### config.mk
export PLATFORM = sky130hd
export DESIGN_NAME = ffba_alu
export DESIGN_NICKNAME = d
export VERILOG_FILES = /design/src/hdl/first_fit_block_allocator_defines.svh /design/src/hdl/ffba_pkg.sv /design/src/hdl/ffba_alu.sv
export SDC_FILE = /design/constraint.sdc
export NUM_CORES = 1
export LEC_CHECK = 0
export BUFFER_PORTS_ARGS = -buffer_cell sky130_fd_sc_hd__buf_2
export CAP_MARGIN = 20
export CORE_MARGIN = 2
export CORE_UTILIZATION = 56
export DETAILED_ROUTE_END_ITERATION = 12
export GPL_ROUTABILITY_DRIVEN = 0
export PLACE_DENSITY_LB_ADDON = 0.05
export SETUP_SLACK_MARGIN = 0.3
export SLEW_MARGIN = 30
export SYNTH_ARGS = -nofsm -noshare
export SYNTH_HDL_FRONTEND = slang
export SYNTH_SLANG_ARGS = --single-unit
### constraint.sdc
create_clock -name vclk -period 5.1
set_input_delay 1.02 -clock vclk [all_inputs]
set_output_delay 1.02 -clock vclk [all_outputs]
set_load 0.01 [all_outputs]
### src/hdl/first_fit_block_allocator_defines.svh
// Assertion macros used by the allocator's control module.
`ifndef FIRST_FIT_BLOCK_ALLOCATOR_DEFINES_SVH
`define FIRST_FIT_BLOCK_ALLOCATOR_DEFINES_SVH

`define FFBA_ASSERT_SAME(label, clk, rst, ante, cons, msg) \
   label: assert property (@(posedge clk) disable iff (rst) (ante) |-> (cons)) \
      else $error(msg);

`define FFBA_ASSERT_NEXT(label, clk, rst, ante, cons, msg) \
   label: assert property (@(posedge clk) disable iff (rst) (ante) |=> (cons)) \
      else $error(msg);

`endif

### src/hdl/ffba_pkg.sv
package ffba_pkg;

   localparam int HEAP_BYTES   = 65536;
   localparam int BLOCK_BYTES  = 256;
   localparam int HDR_BYTES    = 8;
   localparam int STRIDE_BYTES = BLOCK_BYTES + HDR_BYTES;
   localparam int HEAP_WORDS   = (HEAP_BYTES + 3) / 4;
   localparam int WORD_AW      = $clog2(HEAP_WORDS);
   localparam int OFS_W        = 34;
   localparam int WANT_W       = 18;
   localparam int HSUM_W       = 18;
   localparam int POS_W        = $clog2(STRIDE_BYTES);
   localparam int SSTART_W     = $clog2(HEAP_BYTES + STRIDE_BYTES);
   localparam int CSR_ADDR_W   = 3;

   typedef logic [OFS_W-1:0]    ofs_type;
   typedef logic [WORD_AW-1:0]  word_type;
   typedef logic [WANT_W-1:0]   want_type;
   typedef logic [HSUM_W-1:0]   hsum_type;
   typedef logic [POS_W-1:0]    pos_type;
   typedef logic [SSTART_W-1:0] sstart_type;

   localparam ofs_type    HDR_LIMIT   = ofs_type'(HEAP_BYTES - HDR_BYTES);
   localparam ofs_type    HDR_OFS     = ofs_type'(HDR_BYTES);
   localparam ofs_type    BLOCK_OFS   = ofs_type'(BLOCK_BYTES);
   localparam sstart_type INIT_LIMIT  = sstart_type'(HEAP_BYTES - STRIDE_BYTES);
   localparam sstart_type STRIDE_STEP = sstart_type'(STRIDE_BYTES);
   localparam pos_type    POS_SIZE    = pos_type'(4);
   localparam pos_type    POS_LAST    = pos_type'(STRIDE_BYTES - 4);
   localparam pos_type    POS_STEP    = pos_type'(4);
   localparam word_type   WORD_LAST   = word_type'(HEAP_WORDS - 1);
   localparam word_type   HDR_WORDS   = word_type'(HDR_BYTES / 4);
   localparam logic [31:0] BLOCK_WORD = 32'(BLOCK_BYTES);

   localparam logic [1:0] CMD_INIT  = 2'd0;
   localparam logic [1:0] CMD_ALLOC = 2'd1;
   localparam logic [1:0] CMD_FREE  = 2'd2;

   localparam logic [1:0] STATUS_OK     = 2'd0;
   localparam logic [1:0] STATUS_NO_FIT = 2'd1;
   localparam logic [1:0] STATUS_RANGE  = 2'd2;

   localparam logic CSR_IDX_HEAP_BASE = 1'b0;

   typedef struct packed {
      logic [1:0]  command;
      logic [16:0] request_bytes;
      logic [31:0] free_address;
   } req_item_type;

   typedef struct packed {
      logic [31:0] payload_address;
      logic [1:0]  status;
   } rsp_item_type;

   typedef enum logic {
      ALU_ADD,
      ALU_SUB
   } alu_op_type;

   typedef struct packed {
      alu_op_type op;
      ofs_type    a;
      ofs_type    b;
      ofs_type    c;
   } alu_req_type;

   typedef struct packed {
      ofs_type result;
      logic    ge;
   } alu_rsp_type;

   typedef struct packed {
      logic        we;
      word_type    addr;
      logic [31:0] wdata;
   } mem_req_type;

   typedef enum logic [4:0] {
      ST_CLEAR,
      ST_IDLE,
      ST_A_FITS,
      ST_A_RDSZ,
      ST_A_RDFL,
      ST_A_SURP,
      ST_A_SPLIT_AT,
      ST_A_SPLIT_W0,
      ST_A_SPLIT_W1,
      ST_A_WR_FLAG,
      ST_A_WR_SIZE,
      ST_A_ADV,
      ST_B_NEXT,
      ST_B_FITS,
      ST_B_RDSZ,
      ST_B_RDFL,
      ST_B_CMP,
      ST_B_STEP,
      ST_B_SUM,
      ST_F_OFF,
      ST_F_CHK,
      ST_F_RD
   } state_type;

endpackage

### src/hdl/ffba_alu.sv
module ffba_alu (
   input  ffba_pkg::alu_req_type alu_req,
   output ffba_pkg::alu_rsp_type alu_rsp
);

   logic [ffba_pkg::OFS_W:0] diff;
   ffba_pkg::ofs_type        sum;

   assign diff = {1'b0, alu_req.a} - {1'b0, alu_req.b};
   assign sum  = alu_req.a + alu_req.b + alu_req.c;

   always_comb begin
      case (alu_req.op)
         ffba_pkg::ALU_SUB: alu_rsp.result = diff[ffba_pkg::OFS_W-1:0];
         ffba_pkg::ALU_ADD: alu_rsp.result = sum;
         default:           alu_rsp.result = sum;
      endcase
      alu_rsp.ge = !diff[ffba_pkg::OFS_W];
   end

endmodule

==> metrics.cfg <==
[outcome]
status=finished, final reports clean

[timing]
tightest_slew_ns=0.569
drv_slew=0
finalHoldViolCount=0
fin_crit_sh_pct=95.8
finalSetupViolations=0
min_period_ns=4.88
rsz0062_at_grt=true
slew_headroom_pct=61.8
fin_ws_ns=0.215
fmax_mhz=205

[synth]
yosysWarnings=0
netlist_area_um2=4640
synth_area_per_cell_um2=7.60
synth_cell_types=67
syn_nets=814
synthCells=610
ys_seq_area_share_pct=0
yosysTopAreaCell=ha_1
yosysTopAreaCellShare_pct=17.8
synthTopCellsByArea=ha_1 18%, fa_1 15%, a21oi_1 6.5%, xnor2_1 5.7%, xor2_1 4.5%

[routing]
vias=5130
routed_wl_um=13400
drtIter0Drc=208
drtAntennaViolNets=0
wl_per_cell_um=15.6
drtPass1Iterations=4
viasPerCell=5.98
drc=0

[power]
power_density_nw_per_um2=213
leakage_uw=0.00278
design_power_total_uw=1230
vdd_drop_max_mv=0.107

[global_routing]
grt_antenna_before_repair=0
grt_pass1_wl_um=21000
grt_overflow_total=0
grtUsageTotal_pct=28.2
grt_pass1_vias=4820
grt_max_degree=27

[worst_setup_path]
required_ns=4.08
max_stage_delay_ns=0.52
critPathArrivalTime_ns=3.86
cp-start-kind=input port
crit_family=compound AO/OA/AOI/OAI gates
path_class=input port to output port
end_kind=output port
crit_buf_inv=2
path_cells=buf_6, fa_1, ha_4, fa_2, a211oi_2, o21ai_2, a41oi_2, o21ai_2, a32o_2, o21a_1, o21a_1, o31ai_2, buf_2
cp_max_fo=6
slowest_stage=fa_1

[floorplanning]
die-area_um2=9020
ioPinCount=138
die_x_um=95.0
num_rows=33
fp.dieH_um=95.0
initial_core_util_pct=57.0
core_region_area_um2=8130

[layout]
n_antenna_cell=0
ff_latch_area_um2=0
nFillCells=680
flops_and_latches=0
multi_input_area_um2=4630
drive_above_1_share_pct=27.9
nets=959
final_common_cell=buf_2
clkbuf_count=0
design_area_um2=5790
syn2layout_area_growth_pct=24.9
final_cell_mix=137 x buf_2, 59 x ha_1, 53 x a21oi_1, 51 x nand2_1, 50 x inv_1

[placement]
dp_slack_ns=-0.0290
place_hpwl_um=11200
place_area_um2=5470
portBuffers=138

[run]
maxCapViolCount=0

[min_path]
min_path_type=input port to output port

[clock_tree]
cts_hold_buf=0

## layout make-up
cell class | count | share of cell area (%)
multi-input combinational | 545 | 79.9
timing repair buffer | 157 | 14.5
tap | 105 | 2.27
inverter | 51 | 3.31
## cells in the mapped netlist, types with 5 or more instances
cell      count
nand4_1       8
ha_1         66
inv_1        50
xnor2_1      30
nand2b_1     10
o21a_1       12
a211oi_1      5
nor2_1       31
a21oi_1      60
nand2_1      51
o21bai_1      7
and3_1        6
nor3_1        8
a21o_1       20
fa_1         35
xor2_1       24
o21ai_0      41
clkbuf_1      6
and2_1        9
a31oi_1       7
nand3b_1      5
o211ai_1     14
nand3_1      13
mux2i_1       8
## tightest hold or removal path, cell delays in order
cell	delay (ns)
buf_2	0.09
ha_1	0.12
mux2i_1	0.06
buf_2	0.13
## per-stage QoR
step / utilization, % / std cells / hold WS (ns) / TNS (ns)
3_5_place_dp: 67.2 / 848 / 2.44 / -0.0290
5_1_grt: 71.2 / 858 / 2.47 / 0
4_1_cts: 68.6 / 854 / 2.44 / 0
3_3_place_gp: 67.2 / 848 / 2.43 / 0
6_report: 71.2 / 858 / 2.44 / 0
2_1_floorplan: - / 610 / 2.24 / 0
## cells by family after synthesis
family	share of synthesized area, %
XOR/XNOR	10.2
AND/OR/NAND/NOR	17.5
buffers and inverters	5.50
adder cells (fa/ha/maj)	32.9
multiplexers	2.21
AO/OA/AOI/OAI	31.6
## metal layers
layer	vias to the layer above	routed length, um	global-route usage [%]
li1	2534	-	-
met4	0	250	5.68
met1	2372	5910	37.5
met2	200	6450	50.8
met5	-	0	0
met3	24	789	1.12
## repair_timing
action,in CTS,in global routing
gates resized for setup,18,34
gates cloned,0,0
setup buffers,6,4
endpoints found under the setup margin,14,17
pin swaps,17,15
## final timing paths
check                    from     endpoint  cells after the start
hold / removal    alu_req[34]   alu_rsp[1]                      4
setup / recovery  alu_req[35]  alu_rsp[26]                     13
## power breakdown
group          leakage [uW]  internal [uW]  switching [uW]  total (uW)
clock                     0              0               0           0
sequential                0              0               0           0
combinational       0.00278            558             677        1230
Note: power is estimated with default switching activity, not from simulation.
