==> config.mk <==
export PLATFORM = sky130hd
export DESIGN_NAME = ffba_ctrl
export DESIGN_NICKNAME = d
export VERILOG_FILES = /design/src/hdl/ffba_pkg.sv /design/src/hdl/ffba_ctrl.sv
export VERILOG_INCLUDE_DIRS = /design/src /design/src/hdl
export SDC_FILE = /design/constraint.sdc
export NUM_CORES = 1
export LEC_CHECK = 0
export BUFFER_PORTS_ARGS = -buffer_cell sky130_fd_sc_hd__buf_4
export CAP_MARGIN = 10
export CORE_ASPECT_RATIO = 1.4
export CORE_MARGIN = 2
export CORE_UTILIZATION = 50
export CTS_BUF_LIST = sky130_fd_sc_hd__clkbuf_8
export CTS_CLUSTER_DIAMETER = 40
export CTS_CLUSTER_SIZE = 10
export DETAILED_ROUTE_END_ITERATION = 8
export GPL_TIMING_DRIVEN = 0
export PLACE_DENSITY = 0.72
export SLEW_MARGIN = 0
export SYNTH_ARGS = -nofsm -noshare
export SYNTH_HDL_FRONTEND = slang
export SYNTH_SLANG_ARGS = --single-unit
==> constraint.sdc <==
create_clock -name clock -period 12.8 [get_ports clock]
set_input_delay 2.56 -clock clock [delete_from_list [all_inputs] [get_ports clock]]
set_output_delay 2.56 -clock clock [all_outputs]
set_load 0.05 [all_outputs]
==> src/hdl/first_fit_block_allocator_defines.svh <==
// Assertion macros used by the allocator's control module.
`ifndef FIRST_FIT_BLOCK_ALLOCATOR_DEFINES_SVH
`define FIRST_FIT_BLOCK_ALLOCATOR_DEFINES_SVH

`define FFBA_ASSERT_SAME(label, clk, rst, ante, cons, msg) \
   label: assert property (@(posedge clk) disable iff (rst) (ante) |-> (cons)) \
      else $error(msg);

`define FFBA_ASSERT_NEXT(label, clk, rst, ante, cons, msg) \
   label: assert property (@(posedge clk) disable iff (rst) (ante) |=> (cons)) \
      else $error(msg);

`endif

==> src/hdl/ffba_pkg.sv <==
package ffba_pkg;

   localparam int HEAP_BYTES   = 65536;
   localparam int BLOCK_BYTES  = 256;
   localparam int HDR_BYTES    = 8;
   localparam int STRIDE_BYTES = BLOCK_BYTES + HDR_BYTES;
   localparam int HEAP_WORDS   = (HEAP_BYTES + 3) / 4;
   localparam int WORD_AW      = $clog2(HEAP_WORDS);
   localparam int OFS_W        = 34;
   localparam int WANT_W       = 18;
   localparam int HSUM_W       = 18;
   localparam int POS_W        = $clog2(STRIDE_BYTES);
   localparam int SSTART_W     = $clog2(HEAP_BYTES + STRIDE_BYTES);
   localparam int CSR_ADDR_W   = 3;

   typedef logic [OFS_W-1:0]    ofs_type;
   typedef logic [WORD_AW-1:0]  word_type;
   typedef logic [WANT_W-1:0]   want_type;
   typedef logic [HSUM_W-1:0]   hsum_type;
   typedef logic [POS_W-1:0]    pos_type;
   typedef logic [SSTART_W-1:0] sstart_type;

   localparam ofs_type    HDR_LIMIT   = ofs_type'(HEAP_BYTES - HDR_BYTES);
   localparam ofs_type    HDR_OFS     = ofs_type'(HDR_BYTES);
   localparam ofs_type    BLOCK_OFS   = ofs_type'(BLOCK_BYTES);
   localparam sstart_type INIT_LIMIT  = sstart_type'(HEAP_BYTES - STRIDE_BYTES);
   localparam sstart_type STRIDE_STEP = sstart_type'(STRIDE_BYTES);
   localparam pos_type    POS_SIZE    = pos_type'(4);
   localparam pos_type    POS_LAST    = pos_type'(STRIDE_BYTES - 4);
   localparam pos_type    POS_STEP    = pos_type'(4);
   localparam word_type   WORD_LAST   = word_type'(HEAP_WORDS - 1);
   localparam word_type   HDR_WORDS   = word_type'(HDR_BYTES / 4);
   localparam logic [31:0] BLOCK_WORD = 32'(BLOCK_BYTES);

   localparam logic [1:0] CMD_INIT  = 2'd0;
   localparam logic [1:0] CMD_ALLOC = 2'd1;
   localparam logic [1:0] CMD_FREE  = 2'd2;

   localparam logic [1:0] STATUS_OK     = 2'd0;
   localparam logic [1:0] STATUS_NO_FIT = 2'd1;
   localparam logic [1:0] STATUS_RANGE  = 2'd2;

   localparam logic CSR_IDX_HEAP_BASE = 1'b0;

   typedef struct packed {
      logic [1:0]  command;
      logic [16:0] request_bytes;
      logic [31:0] free_address;
   } req_item_type;

   typedef struct packed {
      logic [31:0] payload_address;
      logic [1:0]  status;
   } rsp_item_type;

   typedef enum logic {
      ALU_ADD,
      ALU_SUB
   } alu_op_type;

   typedef struct packed {
      alu_op_type op;
      ofs_type    a;
      ofs_type    b;
      ofs_type    c;
   } alu_req_type;

   typedef struct packed {
      ofs_type result;
      logic    ge;
   } alu_rsp_type;

   typedef struct packed {
      logic        we;
      word_type    addr;
      logic [31:0] wdata;
   } mem_req_type;

   typedef enum logic [4:0] {
      ST_CLEAR,
      ST_IDLE,
      ST_A_FITS,
      ST_A_RDSZ,
      ST_A_RDFL,
      ST_A_SURP,
      ST_A_SPLIT_AT,
      ST_A_SPLIT_W0,
      ST_A_SPLIT_W1,
      ST_A_WR_FLAG,
      ST_A_WR_SIZE,
      ST_A_ADV,
      ST_B_NEXT,
      ST_B_FITS,
      ST_B_RDSZ,
      ST_B_RDFL,
      ST_B_CMP,
      ST_B_STEP,
      ST_B_SUM,
      ST_F_OFF,
      ST_F_CHK,
      ST_F_RD
   } state_type;

endpackage

==> src/hdl/ffba_ctrl.sv <==
`include "first_fit_block_allocator_defines.svh"

module ffba_ctrl (
   input  logic                   clock,
   input  logic                   reset,
   input  logic                   start,
   output logic                   busy,
   input  ffba_pkg::req_item_type req_item,
   input  logic [31:0]            heap_base,
   output logic                   rsp_valid,
   output ffba_pkg::rsp_item_type rsp_item,
   output ffba_pkg::mem_req_type  mem_req,
   input  logic [31:0]            mem_rdata,
   output ffba_pkg::alu_req_type  alu_req,
   input  ffba_pkg::alu_rsp_type  alu_rsp
);

   ffba_pkg::state_type    state_ff, state_in;
   logic                   clear_cmd_ff, clear_cmd_in;
   ffba_pkg::want_type     want_ff, want_in;
   logic [31:0]            addr_ff, addr_in;
   ffba_pkg::ofs_type      at_ff, at_in;
   logic [31:0]            size_ff, size_in;
   logic [31:0]            nsize_ff, nsize_in;
   ffba_pkg::ofs_type      nxt_ff, nxt_in;
   ffba_pkg::ofs_type      total_ff, total_in;
   ffba_pkg::hsum_type     hsum_ff, hsum_in;
   ffba_pkg::ofs_type      surplus_ff, surplus_in;
   logic [31:0]            wsize_ff, wsize_in;
   ffba_pkg::ofs_type      split_ff, split_in;
   logic [31:0]            off_ff, off_in;
   ffba_pkg::word_type     word_ff, word_in;
   ffba_pkg::pos_type      pos_ff, pos_in;
   ffba_pkg::sstart_type   sstart_ff, sstart_in;
   logic                   rsp_valid_ff, rsp_valid_in;
   ffba_pkg::rsp_item_type rsp_item_ff, rsp_item_in;

   always_ff @(posedge clock) begin
      if (reset) begin
         state_ff     <= ffba_pkg::ST_CLEAR;
         clear_cmd_ff <= 1'b0;
         word_ff      <= '0;
         pos_ff       <= '0;
         sstart_ff    <= '0;
         rsp_valid_ff <= 1'b0;
      end else begin
         state_ff     <= state_in;
         clear_cmd_ff <= clear_cmd_in;
         word_ff      <= word_in;
         pos_ff       <= pos_in;
         sstart_ff    <= sstart_in;
         rsp_valid_ff <= rsp_valid_in;
      end
   end

   always_ff @(posedge clock) begin
      want_ff     <= want_in;
      addr_ff     <= addr_in;
      at_ff       <= at_in;
      size_ff     <= size_in;
      nsize_ff    <= nsize_in;
      nxt_ff      <= nxt_in;
      total_ff    <= total_in;
      hsum_ff     <= hsum_in;
      surplus_ff  <= surplus_in;
      wsize_ff    <= wsize_in;
      split_ff    <= split_in;
      off_ff      <= off_in;
      rsp_item_ff <= rsp_item_in;
   end

   always_comb begin
      state_in     = state_ff;
      clear_cmd_in = clear_cmd_ff;
      want_in      = want_ff;
      addr_in      = addr_ff;
      at_in        = at_ff;
      size_in      = size_ff;
      nsize_in     = nsize_ff;
      nxt_in       = nxt_ff;
      total_in     = total_ff;
      hsum_in      = hsum_ff;
      surplus_in   = surplus_ff;
      wsize_in     = wsize_ff;
      split_in     = split_ff;
      off_in       = off_ff;
      word_in      = word_ff;
      pos_in       = pos_ff;
      sstart_in    = sstart_ff;
      rsp_valid_in = 1'b0;
      rsp_item_in  = rsp_item_ff;
      mem_req      = '0;
      alu_req      = '0;
      alu_req.op   = ffba_pkg::ALU_ADD;

      case (state_ff)
         ffba_pkg::ST_CLEAR: begin
            mem_req.we   = 1'b1;
            mem_req.addr = word_ff;
            if (pos_ff == ffba_pkg::POS_SIZE && sstart_ff < ffba_pkg::INIT_LIMIT) begin
               mem_req.wdata = ffba_pkg::BLOCK_WORD;
            end
            if (pos_ff == ffba_pkg::POS_LAST) begin
               pos_in    = '0;
               sstart_in = sstart_ff + ffba_pkg::STRIDE_STEP;
            end else begin
               pos_in = pos_ff + ffba_pkg::POS_STEP;
            end
            word_in = word_ff + ffba_pkg::word_type'(1);
            if (word_ff == ffba_pkg::WORD_LAST) begin
               state_in     = ffba_pkg::ST_IDLE;
               clear_cmd_in = 1'b0;
               if (clear_cmd_ff) begin
                  rsp_valid_in                = 1'b1;
                  rsp_item_in.payload_address = '0;
                  rsp_item_in.status          = ffba_pkg::STATUS_OK;
               end
            end
         end

         ffba_pkg::ST_IDLE: begin
            if (start) begin
               addr_in = req_item.free_address;
               case (req_item.command)
                  ffba_pkg::CMD_INIT: begin
                     clear_cmd_in = 1'b1;
                     word_in      = '0;
                     pos_in       = '0;
                     sstart_in    = '0;
                     state_in     = ffba_pkg::ST_CLEAR;
                  end
                  ffba_pkg::CMD_ALLOC: begin
                     want_in = (ffba_pkg::want_type'(req_item.request_bytes)
                                + ffba_pkg::want_type'(3)) & ~ffba_pkg::want_type'(3);
                     at_in   = '0;
                     if (req_item.request_bytes == '0) begin
                        rsp_valid_in                = 1'b1;
                        rsp_item_in.payload_address = '0;
                        rsp_item_in.status          = ffba_pkg::STATUS_NO_FIT;
                     end else begin
                        state_in = ffba_pkg::ST_A_FITS;
                     end
                  end
                  ffba_pkg::CMD_FREE: begin
                     state_in = ffba_pkg::ST_F_OFF;
                  end
                  default: begin
                     rsp_valid_in                = 1'b1;
                     rsp_item_in.payload_address = '0;
                     rsp_item_in.status          = ffba_pkg::STATUS_OK;
                  end
               endcase
            end
         end

         ffba_pkg::ST_A_FITS: begin
            if (at_ff <= ffba_pkg::HDR_LIMIT) begin
               mem_req.addr = at_ff[ffba_pkg::WORD_AW+1:2] + ffba_pkg::word_type'(1);
               state_in     = ffba_pkg::ST_A_RDSZ;
            end else begin
               rsp_valid_in                = 1'b1;
               rsp_item_in.payload_address = '0;
               rsp_item_in.status          = ffba_pkg::STATUS_NO_FIT;
               state_in                    = ffba_pkg::ST_IDLE;
            end
         end

         ffba_pkg::ST_A_RDSZ: begin
            size_in      = mem_rdata;
            mem_req.addr = at_ff[ffba_pkg::WORD_AW+1:2];
            state_in     = ffba_pkg::ST_A_RDFL;
         end

         ffba_pkg::ST_A_RDFL: begin
            alu_req.op = ffba_pkg::ALU_SUB;
            alu_req.a  = ffba_pkg::ofs_type'(size_ff);
            alu_req.b  = ffba_pkg::ofs_type'(want_ff);
            if (mem_rdata[0]) begin
               state_in = ffba_pkg::ST_A_ADV;
            end else if (alu_rsp.ge) begin
               surplus_in = alu_rsp.result;
               state_in   = ffba_pkg::ST_A_SURP;
            end else begin
               state_in = ffba_pkg::ST_B_NEXT;
            end
         end

         ffba_pkg::ST_A_SURP: begin
            alu_req.op = ffba_pkg::ALU_SUB;
            alu_req.a  = surplus_ff;
            alu_req.b  = ffba_pkg::BLOCK_OFS;
            if (alu_rsp.ge) begin
               wsize_in = 32'(want_ff);
               state_in = ffba_pkg::ST_A_SPLIT_AT;
            end else begin
               wsize_in = size_ff;
               state_in = ffba_pkg::ST_A_WR_FLAG;
            end
         end

         ffba_pkg::ST_A_SPLIT_AT: begin
            alu_req.a = at_ff;
            alu_req.b = ffba_pkg::ofs_type'(want_ff);
            alu_req.c = ffba_pkg::HDR_OFS;
            split_in  = alu_rsp.result;
            state_in  = ffba_pkg::ST_A_SPLIT_W0;
         end

         ffba_pkg::ST_A_SPLIT_W0: begin
            if (split_ff <= ffba_pkg::HDR_LIMIT) begin
               mem_req.we   = 1'b1;
               mem_req.addr = split_ff[ffba_pkg::WORD_AW+1:2];
               state_in     = ffba_pkg::ST_A_SPLIT_W1;
            end else begin
               state_in = ffba_pkg::ST_A_WR_FLAG;
            end
         end

         ffba_pkg::ST_A_SPLIT_W1: begin
            alu_req.op    = ffba_pkg::ALU_SUB;
            alu_req.a     = surplus_ff;
            alu_req.b     = ffba_pkg::HDR_OFS;
            mem_req.we    = 1'b1;
            mem_req.addr  = split_ff[ffba_pkg::WORD_AW+1:2] + ffba_pkg::word_type'(1);
            mem_req.wdata = alu_rsp.result[31:0];
            state_in      = ffba_pkg::ST_A_WR_FLAG;
         end

         ffba_pkg::ST_A_WR_FLAG: begin
            mem_req.we    = 1'b1;
            mem_req.addr  = at_ff[ffba_pkg::WORD_AW+1:2];
            mem_req.wdata = 32'd1;
            state_in      = ffba_pkg::ST_A_WR_SIZE;
         end

         ffba_pkg::ST_A_WR_SIZE: begin
            mem_req.we    = 1'b1;
            mem_req.addr  = at_ff[ffba_pkg::WORD_AW+1:2] + ffba_pkg::word_type'(1);
            mem_req.wdata = wsize_ff;
            alu_req.a     = ffba_pkg::ofs_type'(heap_base);
            alu_req.b     = at_ff;
            alu_req.c     = ffba_pkg::HDR_OFS;
            rsp_valid_in                = 1'b1;
            rsp_item_in.payload_address = alu_rsp.result[31:0];
            rsp_item_in.status          = ffba_pkg::STATUS_OK;
            state_in                    = ffba_pkg::ST_IDLE;
         end

         ffba_pkg::ST_A_ADV: begin
            alu_req.a = at_ff;
            alu_req.b = ffba_pkg::ofs_type'(size_ff);
            alu_req.c = ffba_pkg::HDR_OFS;
            at_in     = alu_rsp.result;
            state_in  = ffba_pkg::ST_A_FITS;
         end

         ffba_pkg::ST_B_NEXT: begin
            alu_req.a = at_ff;
            alu_req.b = ffba_pkg::ofs_type'(size_ff);
            alu_req.c = ffba_pkg::HDR_OFS;
            nxt_in    = alu_rsp.result;
            total_in  = ffba_pkg::ofs_type'(size_ff);
            hsum_in   = '0;
            state_in  = ffba_pkg::ST_B_FITS;
         end

         ffba_pkg::ST_B_FITS: begin
            if (nxt_ff <= ffba_pkg::HDR_LIMIT) begin
               mem_req.addr = nxt_ff[ffba_pkg::WORD_AW+1:2] + ffba_pkg::word_type'(1);
               state_in     = ffba_pkg::ST_B_RDSZ;
            end else begin
               state_in = ffba_pkg::ST_A_ADV;
            end
         end

         ffba_pkg::ST_B_RDSZ: begin
            nsize_in     = mem_rdata;
            mem_req.addr = nxt_ff[ffba_pkg::WORD_AW+1:2];
            state_in     = ffba_pkg::ST_B_RDFL;
         end

         ffba_pkg::ST_B_RDFL: begin
            alu_req.a = total_ff;
            alu_req.b = ffba_pkg::ofs_type'(nsize_ff);
            if (mem_rdata[0]) begin
               state_in = ffba_pkg::ST_A_ADV;
            end else begin
               total_in = alu_rsp.result;
               hsum_in  = hsum_ff + ffba_pkg::hsum_type'(ffba_pkg::HDR_BYTES);
               state_in = ffba_pkg::ST_B_CMP;
            end
         end

         ffba_pkg::ST_B_CMP: begin
            alu_req.op = ffba_pkg::ALU_SUB;
            alu_req.a  = total_ff;
            alu_req.b  = ffba_pkg::ofs_type'(want_ff);
            if (alu_rsp.ge) begin
               state_in = ffba_pkg::ST_B_SUM;
            end else begin
               state_in = ffba_pkg::ST_B_STEP;
            end
         end

         ffba_pkg::ST_B_STEP: begin
            alu_req.a = nxt_ff;
            alu_req.b = ffba_pkg::ofs_type'(nsize_ff);
            alu_req.c = ffba_pkg::HDR_OFS;
            nxt_in    = alu_rsp.result;
            state_in  = ffba_pkg::ST_B_FITS;
         end

         ffba_pkg::ST_B_SUM: begin
            alu_req.a = total_ff;
            alu_req.b = ffba_pkg::ofs_type'(hsum_ff);
            wsize_in  = alu_rsp.result[31:0];
            state_in  = ffba_pkg::ST_A_WR_FLAG;
         end

         ffba_pkg::ST_F_OFF: begin
            alu_req.op = ffba_pkg::ALU_SUB;
            alu_req.a  = ffba_pkg::ofs_type'(addr_ff);
            alu_req.b  = ffba_pkg::ofs_type'(heap_base);
            off_in     = alu_rsp.result[31:0];
            if (addr_ff == '0) begin
               rsp_valid_in                = 1'b1;
               rsp_item_in.payload_address = '0;
               rsp_item_in.status          = ffba_pkg::STATUS_OK;
               state_in                    = ffba_pkg::ST_IDLE;
            end else begin
               state_in = ffba_pkg::ST_F_CHK;
            end
         end

         ffba_pkg::ST_F_CHK: begin
            if (off_ff < 32'(ffba_pkg::HDR_BYTES) || off_ff >= 32'(ffba_pkg::HEAP_BYTES)) begin
               rsp_valid_in                = 1'b1;
               rsp_item_in.payload_address = '0;
               rsp_item_in.status          = ffba_pkg::STATUS_RANGE;
               state_in                    = ffba_pkg::ST_IDLE;
            end else begin
               mem_req.addr = off_ff[ffba_pkg::WORD_AW+1:2] - ffba_pkg::HDR_WORDS;
               state_in     = ffba_pkg::ST_F_RD;
            end
         end

         ffba_pkg::ST_F_RD: begin
            mem_req.we    = 1'b1;
            mem_req.addr  = off_ff[ffba_pkg::WORD_AW+1:2] - ffba_pkg::HDR_WORDS;
            mem_req.wdata = mem_rdata & ~32'd1;
            rsp_valid_in                = 1'b1;
            rsp_item_in.payload_address = '0;
            rsp_item_in.status          = ffba_pkg::STATUS_OK;
            state_in                    = ffba_pkg::ST_IDLE;
         end

         default: begin
            state_in = ffba_pkg::ST_IDLE;
         end
      endcase
   end

   assign busy      = state_ff != ffba_pkg::ST_IDLE;
   assign rsp_valid = rsp_valid_ff;
   assign rsp_item  = rsp_item_ff;

   `FFBA_ASSERT_NEXT(a_single_strobe, clock, reset, rsp_valid_ff && !start,
      !rsp_valid_ff, "result strobe held without a new item")
   `FFBA_ASSERT_SAME(a_strobe_idle, clock, reset, rsp_valid_ff,
      state_ff == ffba_pkg::ST_IDLE, "result shown while a command is still running")
   `FFBA_ASSERT_SAME(a_fail_zero, clock, reset,
      rsp_valid_ff && rsp_item_ff.status != ffba_pkg::STATUS_OK,
      rsp_item_ff.payload_address == '0, "failed command returned a nonzero address")
   `FFBA_ASSERT_NEXT(a_start_busy, clock, reset, start && state_ff == ffba_pkg::ST_IDLE,
      state_ff != ffba_pkg::ST_IDLE || rsp_valid_ff, "accepted item neither started nor answered")
   `FFBA_ASSERT_SAME(a_hdr_inside, clock, reset, state_ff == ffba_pkg::ST_A_RDSZ,
      at_ff <= ffba_pkg::HDR_LIMIT, "header read beyond the heap end")

endmodule

==> flow_summary.json <==
{
  "power.density_mw_per_mm2": 141,
  "end_kind": "primary output",
  "period_needed_ns": 7.42,
  "numPortBuffers": 304,
  "clkTransAtPathRegs_ns": 0.07,
  "root_buffer": "clkbuf_8",
  "start_util_pct": 50.4,
  "syn_to_final_growth_pct": 20.7,
  "path_cells": "nor4_1 > nand4_1 > a41oi_1 > a21oi_1 > buf_4 > o22ai_1 > a211o_1 > buf_4",
  "ir_worst_vdd_mv": 0.0937,
  "tns_ns": 0,
  "clock_sink_count": 435,
  "fin_skew_ns": 0.0282,
  "syn_area_mm2": 0.0211,
  "grt_overflow": 0,
  "hold_viol": 0,
  "p_seq_share_pct": 45.2,
  "cts_tree": "done",
  "synth_cells": 1873,
  "ios": 339,
  "vias": 18700,
  "drt-pass1-iter-count": 9,
  "routed_wl_um": 89400,
  "post_cts.repair.setup_buffers": 0,
  "p_sw_mw": 1.29,
  "hold_path.class": "reg -> reg",
  "cts_buffers": 57,
  "p_int_mw": 2.30,
  "slew_headroom_pct": 8.90,
  "antenna_found_initial": 2,
  "drc_errors": 11,
  "synth_edf_count": 393,
  "hpwl_um": 65600,
  "final_max_slew_viol_count": 0,
  "violations": "design-rule violations",
  "critPathLaunchType": "flop",
  "dr.first_iter.drc_count": 2889,
  "synth_seq_cells": 435,
  "grt_max_degree": 37,
  "die_area_mm2": 0.0439,
  "grt_pass1_vias": 18300,
  "switching_share_pct": 35.9,
  "cp.arrival_ns": 4.86,
  "whs_ns": 0.489,
  "cp.required_ns": 10.24,
  "rsz0062_at_grt": "no",
  "reg2regPathDepth": 6,
  "synth_top_cell_by_area": "edfxtp_1",
  "p_comb_share_pct": 27.0,
  "synthArstFlopShare_pct": 0,
  "crit_path_frequent_cell": "buf_4",
  "wl_per_cell_um": 31.3,
  "p_clk_share_pct": 27.8,
  "design.core.area_mm2": 0.0419,
  "die_x_um": 178,
  "vias_per_cell": 6.56,
  "clk_path_buf_depth": 3,
  "yosysMostFrequentCell": "edfxtp_1",
  "insertion_delay_ns": 0.67,
  "finalCritPeriodShare_pct": 58.0,
  "fmax_mhz": 135,
  "tightest_slew_ns": 1.37,
  "critPathMaxStageDelay_ns": 1.10,
  "cts_resized": 0,
  "synth.top_cell.area_share_pct": 55.9,
  "seq_area_frac_synth_pct": 59.9,
  "maxCapViolations": 0,
  "n_antenna_cell": 0,
  "slowest_stage": "nor4_1",
  "rows": 89,
  "yosys_warnings": 0,
  "cts_hold_buffers": 0,
  "ant_nets": 0,
  "grtUsageTotal_pct": 40.2,
  "htree_levels": 2,
  "status": "complete, but fails checks",
  "grt_pass1_wl_um": 124000,
  "die_h_um": 247,
  "synth_area_per_cell_um2": 11.3,
  "synthFlopType": "edfxtp_1",
  "synth_area_leaders": "edfxtp_1, nand2_1, a22oi_1",
  "synth_top_cells_by_count": "edfxtp_1, nand2_1, a22oi_1",
  "fillers": 3509,
  "finalNetCount": 2452,
  "finalSetupViolCount": 0,
  "crit_type": "reg -> out",
  "gp_congestion": 1.01,
  "crit_fanout": 10,
  "power_leakage_nw": 9.57,
  "whs_path_depth": 2,
  "yosysUniqueCellTypes": 72,
  "drive_above_1_share_pct": 20.5
}
[metrics by stage]
step	instance area, um^2	setup WS, ns	util (%)	std cells	total power [mW]
finish	25500	5.38	60.8	2852	3.59
global route	25500	5.56	60.8	2852	3.67
CTS	25500	5.49	60.8	2852	3.57
detailed placement	24500	6.28	58.4	2769	2.60
global placement	24200	5.11	57.8	2755	2.59
floorplan	21200	7.02	-	1905	2.23
[logic make-up after synthesis]
kind of cell	count (synthesis)	synth area share, %
adder cells (fa/ha/maj)	18	1.06
AO/OA/AOI/OAI	346	12.4
AND/OR/NAND/NOR	786	17.8
other	1	0.0178
XOR/XNOR	101	4.19
buffers and inverters	168	3.83
multiplexers	18	0.854
flip-flops	435	59.9
[layout by cell type, fill, tap and decap left out, types with 7 or more instances in the layout]
| cell | instances |
|---|---|
| edfxtp_1 | 393 |
| nand2_1 | 356 |
| buf_4 | 340 |
| a22oi_1 | 137 |
| nor2_1 | 99 |
| and2_1 | 77 |
| clkbuf_1 | 75 |
| xnor2_1 | 62 |
| clkbuf_8 | 59 |
| a222oi_1 | 57 |
| nand4_1 | 56 |
| o21ai_0 | 54 |
| dfxtp_1 | 42 |
| nor4_1 | 41 |
| nand3_1 | 39 |
| xor2_1 | 39 |
| nor3_1 | 35 |
| conb_1 | 33 |
| inv_1 | 29 |
| a21oi_1 | 29 |
| buf_2 | 22 |
| mux2i_1 | 18 |
| and3_1 | 18 |
| ha_1 | 17 |
| nand2b_1 | 10 |
| nor2b_1 | 10 |
| or3_1 | 10 |
| buf_1 | 9 |
| and4_1 | 8 |
| buf_12 | 8 |
| o211ai_1 | 7 |
[final timing paths]
path                                           startpoint                        end  slack (ns)
worst max register to register   state_ff[0]$_SDFFE_PP0P_     at_ff[3]$_SDFFCE_PN0P_        8.49
worst min register to register  clear_cmd_ff$_SDFFE_PP0P_  clear_cmd_ff$_SDFFE_PP0P_        0.49
worst min-delay path            clear_cmd_ff$_SDFFE_PP0P_  clear_cmd_ff$_SDFFE_PP0P_        0.49
worst max-delay path                 off_ff[28]$_DFFE_PN_                mem_req[33]        5.38
[worst max-delay path: cells and delay by family (launching register included)]
kind                   cells  cell delay, ns
DFF                        1            0.38
and+or+nand+nor            2            1.61
buffers and inverters      2            0.50
AOI/OAI and AO/OA          4            1.70
[layout make-up]
cell class              count  area, um^2  area share (%)
plain buffers             144         719            2.83
inverters                  24        90.1           0.354
multi-input cells        1302        7820            30.7
repair buffers            318        2520            9.89
well taps                 546         683            2.68
clock inverters            24         179           0.703
flip-flops and latches    435       12600            49.7
clock buffers              59         812            3.19
[power by group through the flow]
stage	Combinational [mW]	Clock (mW)	Sequential (mW)
after floorplan	0.593	0	1.64
after global placement	0.945	0	1.65
after detailed placement	0.951	0	1.65
after CTS	0.953	0.999	1.62
after global routing	1.01	1.04	1.62
final	0.968	0.999	1.62
[state kept, by name, indices dropped and copies added (netlist names), 14 cells and up]
signal	count
surplus_ff	34
nsize_ff	32
total_ff	34
want_ff	16
sstart_ff	14
wsize_ff	32
word_ff	14
size_ff	32
split_ff	34
addr_ff	32
at_ff	34
nxt_ff	34
off_ff	30
rsp_item	34
hsum_ff	15
[per-layer routing]
metal,GRT usage (%),part of all wire (%),vias to the layer above
met5,0,0.015,-
met4,33.7,10,2
met3,7.55,11,445
met2,65.4,47,1646
met1,45.5,32,8790
li1,-,-,7813
(Power assumes the default switching activity.)
